File: config.mk
export PLATFORM = sky130hd
export DESIGN_NAME = bgr_fifo
export DESIGN_NICKNAME = d
export VERILOG_FILES = /design/src/sv/bgr_fifo.sv
export SDC_FILE = /design/constraint.sdc
export NUM_CORES = 1
export LEC_CHECK = 0
export ABC_CLOCK_PERIOD_IN_PS = 3500
export BUFFER_PORTS_ARGS = -buffer_cell sky130_fd_sc_hd__buf_2
export CELL_PAD_IN_SITES_DETAIL_PLACEMENT = 0
export CELL_PAD_IN_SITES_GLOBAL_PLACEMENT = 1
export CORE_ASPECT_RATIO = 0.7
export CORE_UTILIZATION = 45
export DETAILED_ROUTE_END_ITERATION = 7
export HOLD_SLACK_MARGIN = 0.15
export PLACE_DENSITY = 0.82
export SLEW_MARGIN = 40
export SYNTH_ARGS = -nofsm -noshare
export SYNTH_HDL_FRONTEND = slang
export SYNTH_SLANG_ARGS = --single-unit
File: constraint.sdc
create_clock -name i_clk -period 3.5 [get_ports i_clk]
set_input_delay 0 -clock i_clk [delete_from_list [all_inputs] [get_ports i_clk]]
set_output_delay 0 -clock i_clk [all_outputs]
set_load 0.02 [all_outputs]
File: src/sv/bgr_fifo.sv
// Small register FIFO used for the command queue and the result queue.
module bgr_fifo #(
    parameter int unsigned DEPTH = 4,
    parameter int unsigned WIDTH = 8
) (
    input  logic                     i_clk,
    input  logic                     i_rst_n,
    input  logic                     i_push,
    input  logic [WIDTH-1:0]         i_data,
    output logic                     o_full,
    input  logic                     i_pop,
    output logic [WIDTH-1:0]         o_data,
    output logic                     o_empty,
    output logic [$clog2(DEPTH):0]   o_count
);
    localparam int unsigned PW = $clog2(DEPTH);

    logic [WIDTH-1:0] r_mem [DEPTH];
    logic [PW-1:0]    r_wr;
    logic [PW-1:0]    r_rd;
    logic [PW:0]      r_count;
    logic             do_push;
    logic             do_pop;

    assign o_full  = (r_count == (PW+1)'(DEPTH));
    assign o_empty = (r_count == '0);
    assign o_count = r_count;
    assign o_data  = r_mem[r_rd];
    assign do_push = i_push && !o_full;
    assign do_pop  = i_pop && !o_empty;

    always_ff @(posedge i_clk) begin
        if (!i_rst_n) begin
            r_wr    <= '0;
            r_rd    <= '0;
            r_count <= '0;
        end else begin
            if (do_push) begin
                r_wr <= (r_wr == PW'(DEPTH - 1)) ? '0 : r_wr + 1'b1;
            end
            if (do_pop) begin
                r_rd <= (r_rd == PW'(DEPTH - 1)) ? '0 : r_rd + 1'b1;
            end
            if (do_push && !do_pop) begin
                r_count <= r_count + 1'b1;
            end else if (do_pop && !do_push) begin
                r_count <= r_count - 1'b1;
            end
        end
    end

    always_ff @(posedge i_clk) begin
        if (do_push) begin
            r_mem[r_wr] <= i_data;
        end
    end

endmodule

After elaboration in Yosys (flattened, before gate mapping)
Memory sizes are Yosys's and may differ from the RTL's. A register that Yosys moved wholly into a read port is not among the register bits. Index checks and enable logic that the tools add are counted.

Eq/ne operators: 3. Div/mod/pow operators: 0. $add $sub $neg: 4. Shifts and indexed selects: 0. Multiply operators: 0. Bitwise gates (word level): 0. $lt $le $gt $ge: 0. Mux-type cells: 8. Reduce and logical (&&, ||, !) cells: 10.

Operators by type and width (count): $mux 2 (4); $mux 3 (2); $add 2x1->2 const B (2); $eq 2x2->1 const B (2); $logic_and 1x1->1 (4); $logic_not 1->1 (4); $add 3x1->3 const B (1); $eq 3x3->1 const B (1); $logic_not 3->1 (1); $sub 3x1->3 const B (1); $mux 1 (2); $reduce_bool 2->1 (1).

ROM bits: 0. Output and inout port bits: 13. Latch bits: 0. Memories: 1. RAM bits: 32. Bits of input ports: 12. Logic and storage cells: 29. Bits in registers: 7.

Memories: r_mem (depth 4, bits a word 8, read ports 1, clocked after Yosys merged registers in 1, write ports 1, line 18) `logic [WIDTH-1:0] r_mem [DEPTH];`.

Longest topological paths before layout
Word-level depth: 7. Mapped depth: 9. Depth with buffers taken out: 8.

Worst setup path before layout
No wires, ideal clock.

Kind: reg2reg. Start: register r_count[0], in the netlist o_count[0]. End: register r_count[2], in the netlist o_count[2]. Period minus slack after synthesis: 2.221 ns. Setup time: 0.076 ns. Data required time: 3.424 ns. Arrival time: 2.146 ns. Stages on the path, launching flop included: 10. Buffers on the path: 1. Setup slack: 1.279 ns. Cells stage by stage: dfxtp_1 > nor3b_2 > nor2b_1 > buf_2 > ha_1 > inv_1 > fa_1 > xor2_1 > or3_1 > a21boi_0.

Word-level cells in the longest chain between the ends: 6. Elaborated cells on any way between the ends: 15. Classes of those cells: 2 x add/sub; 1 x eq/ne; 2 x mux; 10 x reduce/logical.

RTL lines: from (decl) (line 21) `logic [PW:0] r_count;`; from (signal assigned) (line 45) `r_count <= r_count + 1'b1;`; from (signal assigned) (line 47) `r_count <= r_count - 1'b1;`; $eq 3x3->1 (*) (line 25) `assign o_full = (r_count == (PW+1)'(DEPTH));`; named net o_full (line 10) `output logic o_full,`; $logic_not 1->1 (*) (line 29) `assign do_push = i_push && !o_full;`; $logic_and 1x1->1 (*) (line 29); named net do_push (line 22) `logic do_push;`; $logic_not 1->1 (line 46) `end else if (do_pop && !do_push) begin`; $logic_and 1x1->1 (line 46); $reduce_bool 2->1 (no line).

Mark *: on every way through the listed nets, which the timed path passes. The rest lies on a longest branch. The select of a mux whose other input is x is not followed. A chain may end at the register's enable or synchronous reset.

Worst setup path in the final report
Start: register r_count[0], in the netlist o_count[0]. End: register r_count[2], in the netlist o_count[2].

Word-level cells in the longest chain between the ends: 6. Elaborated cells on any way between the ends: 15. Classes of those cells: 2 x add/sub; 1 x eq/ne; 2 x mux; 10 x reduce/logical.

RTL lines: branches (longest 6 deep; another with $sub 3x1->3).

Parallel ways; which one is timed is not known. The select of a mux whose other input is x is not followed.

==> impl_metrics.csv <==
group,metric,value,unit
status,status,"finished clean",
synth,yosys.area.top_type,"edfxtp_1",
synth,synth_cell_types,23,
synth,syn_inst,93,
clock_tree,cts_root_buffer,"clkbuf_8",
clock_tree,clk-insertion-delay-late,290,ps
clock_tree,path_clk_slew,80,ps
synth,synth_edf_count,32,
drt,first_pass_iters,4,
setup_path,cp-end-kind,"flip-flop",
cells_and_area,fillerInstances,268,
clock_tree,htree_num_levels,2,
sta,setup_tns,0,ps
drt,routedWlPerCell,14.5,um
clock_tree,clock_sinks,41,
cells_and_area,n_antenna_cell,0,
cells_and_area,fin_area,1980,um^2
hold_path,hold_class,"in2reg",
cells_and_area,multi_input_area,460,um^2
setup_path,worstPathArrival,2640,ps
power,ir_worst_vdd,0.000330,V
synth,mappedNetlistArea,1630,um^2
sta,max_freq,0.413,GHz
die,core-area,3300,um^2
synth,synth_common_cells,"edfxtp_1 (32), dfxtp_1 (9), mux4_2 (8)",
global_routing,first_global_vias,856,
cells_and_area,area_growth,21.3,%
synth,netlist.area_leader.share,58.9,%
sta,rsz0062_at_grt,"false",
global_routing,grt_pass1_wl,3930,um
drt,drc,0,
place,hpwl,1720,um
die,die-height,52.4,um
synth,yosys_register_bits,41,
clock_tree,cts_resized,0,
setup_path,crit_path_top_delay_cell,"o31ai_1",
sta,fin_crit_sh,69.2,%
synth,yosys.cell_count.top_type,"edfxtp_1",
power,total_power,1370,uW
global_routing,grt_max_degree,14,
drt,wl,2570,um
drt,postRouteAntennaNets,0,
setup_path,cp_max_fo,6,
sta,worst_pin_slew,626,ps
die,io_pins,25,
sta,slew_viol_final,0,
clock_tree,post_cts_buffers,0,
place,io_buffers,24,
cells_and_area,drive_gt1_share,30.8,%
clock_tree,numCtsBuffers,5,
global_routing,track_usage,15.1,%
drt,initialDrtViolationCount,44,
synth,ys_async_sr_fraction,0,%
drt,vias,894,
setup_path,cp.required,3720,ps
global_routing,overflow,0,
die,initial_core_util,49.4,%
sta,hold_violations,0,
place,placed_cell_area,1790,um^2
sta,fin_crit,2420,ps
global_routing,antenna_found_initial,0,
sta,setup_viol,0,
die,core.rowCount,17,
place,gp_congestion,0.698,
sta,slew_headroom,57.9,%
synth,synth_area_leaders,"edfxtp_1 (59%), dfxtp_1 (11%), mux4_2 (11%)",
synth,yosysSeqAreaShare,70.0,%
die,die_x,73.9,um
setup_path,start_kind,"flip-flop",
synth,yosys_warnings,0,
flow_run,cap_violations,0,
clock_tree,cts_buffer_depth,2,
synth,synth_area_per_cell,17.5,um^2
setup_path,critPathMaxStageDelay,590,ps
sta,finalClockSkew,9.04,ps
setup_path,path_cells,"o31ai_1, ha_1, inv_1, fa_1, xor2_1, or3_1, a21boi_0",
synth,synthesis.nets,112,
synth,synth_top_flop_cell,"edfxtp_1",
setup_path,crit_type,"reg2reg",
drt,avgViaCountPerCell,5.05,
clock_tree,cts_tree,"built",
power,p_leak,0.000734,uW
die,die_area,3870,um^2
cells_and_area,nNetsFinal,148,
cells_and_area,register_area,1140,um^2
power,powerDensity,693,nW/um^2
[layout make-up]
cell class | count | share of cell area [%]
Inverter | 3 | 0.570
Multi-Input combinational cell | 45 | 23.3
Clock buffer | 6 | 4.18
Sequential cell | 41 | 57.7
Timing Repair Buffer | 33 | 10.6
Clock inverter | 2 | 0.633
Tap cell | 47 | 2.97
[registers in the layout, indices dropped and copies added, names as in the netlist, named ones only]
signal	cells
o_count	3
r_mem	32
r_rd	2
r_wr	2
[path summary, 6_finish.rpt]
kind	startpoint	endpoint	slack, ps	cells after the start
max	o_count[0]	o_count[2]	1080	7
min reg2reg	r_wr[1]	r_wr[1]	510	2
max reg2reg	o_count[0]	o_count[2]	1080	7
min	i_pop	r_rd[1]	170	3
[cells by family (layout without fill, tap and decap cells)]
group,Yosys count,in the layout,share of synthesized area [%]
xor gates and xnor gates,2,2,1.07
and+or+nand+nor,20,20,6.60
DFF,41,41,70.0
AOI/OAI and AO/OA,5,5,1.84
buffers and inverters,7,44,1.76
muxes,11,11,12.9
adders and majority gates,7,7,5.83
[where the power goes]
part	total (uW)	switching (uW)	internal [uW]	leakage, uW
combinational	385	206	179	0.000317
sequential	666	66.9	599	0.000367
clock	320	160	160	0.0000492
total	1370	433	938	0.000734
[placed cells by master (no fill, tap or decap), drive strengths merged, types with 2 or more instances in the layout]
master and n:
inv 4, dfxtp 9, ha 6, nand3 2, nand2 6, mux2i 3
clkbuf 6, nor2 2, o21ai 3, buf 24, and2 5, edfxtp 32
mux4 8, nor2b 2, dlygate4sd3 9
[stage by stage]
| step | setup WS (ps) | hold slack (ps) | util, % | cells |
|---|---|---|---|---|
| floorplan | 1280 | 98.9 | - | 93 |
| global placement | 1270 | 212 | 54.3 | 160 |
| detailed placement | 1130 | 219 | 54.3 | 160 |
| CTS | 1100 | 154 | 60.0 | 177 |
| global route | 932 | 194 | 60.0 | 177 |
| finish | 1080 | 169 | 60.0 | 177 |
[timing repair]
action,4_1_cts,5_1_grt
hold endpoints to repair,41,0
hold buffers,9,0
setup endpoints to repair,0,0
[metal layers]
metal | share of wire [%] | wire (um) | track usage [%] | vias up
li1 | - | - | - | 423
met1 | 46 | 1190 | 18.4 | 446
met2 | 48 | 1240 | 24.4 | 20
met3 | 4.3 | 110 | 5.19 | 5
met4 | 1.3 | 33 | 6.73 | 0
met5 | 0 | 0 | 0 | -
[critical path: cells and delay by family, from the launching register on]
| kind | cells | cell delay, ps |
|---|---|---|
| AND/OR/NAND/NOR | 1 | 310 |
| buffers and inverters | 1 | 60 |
| AO/OA/AOI/OAI | 2 | 750 |
| adder cells (fa/ha/maj) | 2 | 690 |
| flip-flops | 1 | 390 |
| XOR/XNOR | 1 | 160 |
(Power assumes the default switching activity.)
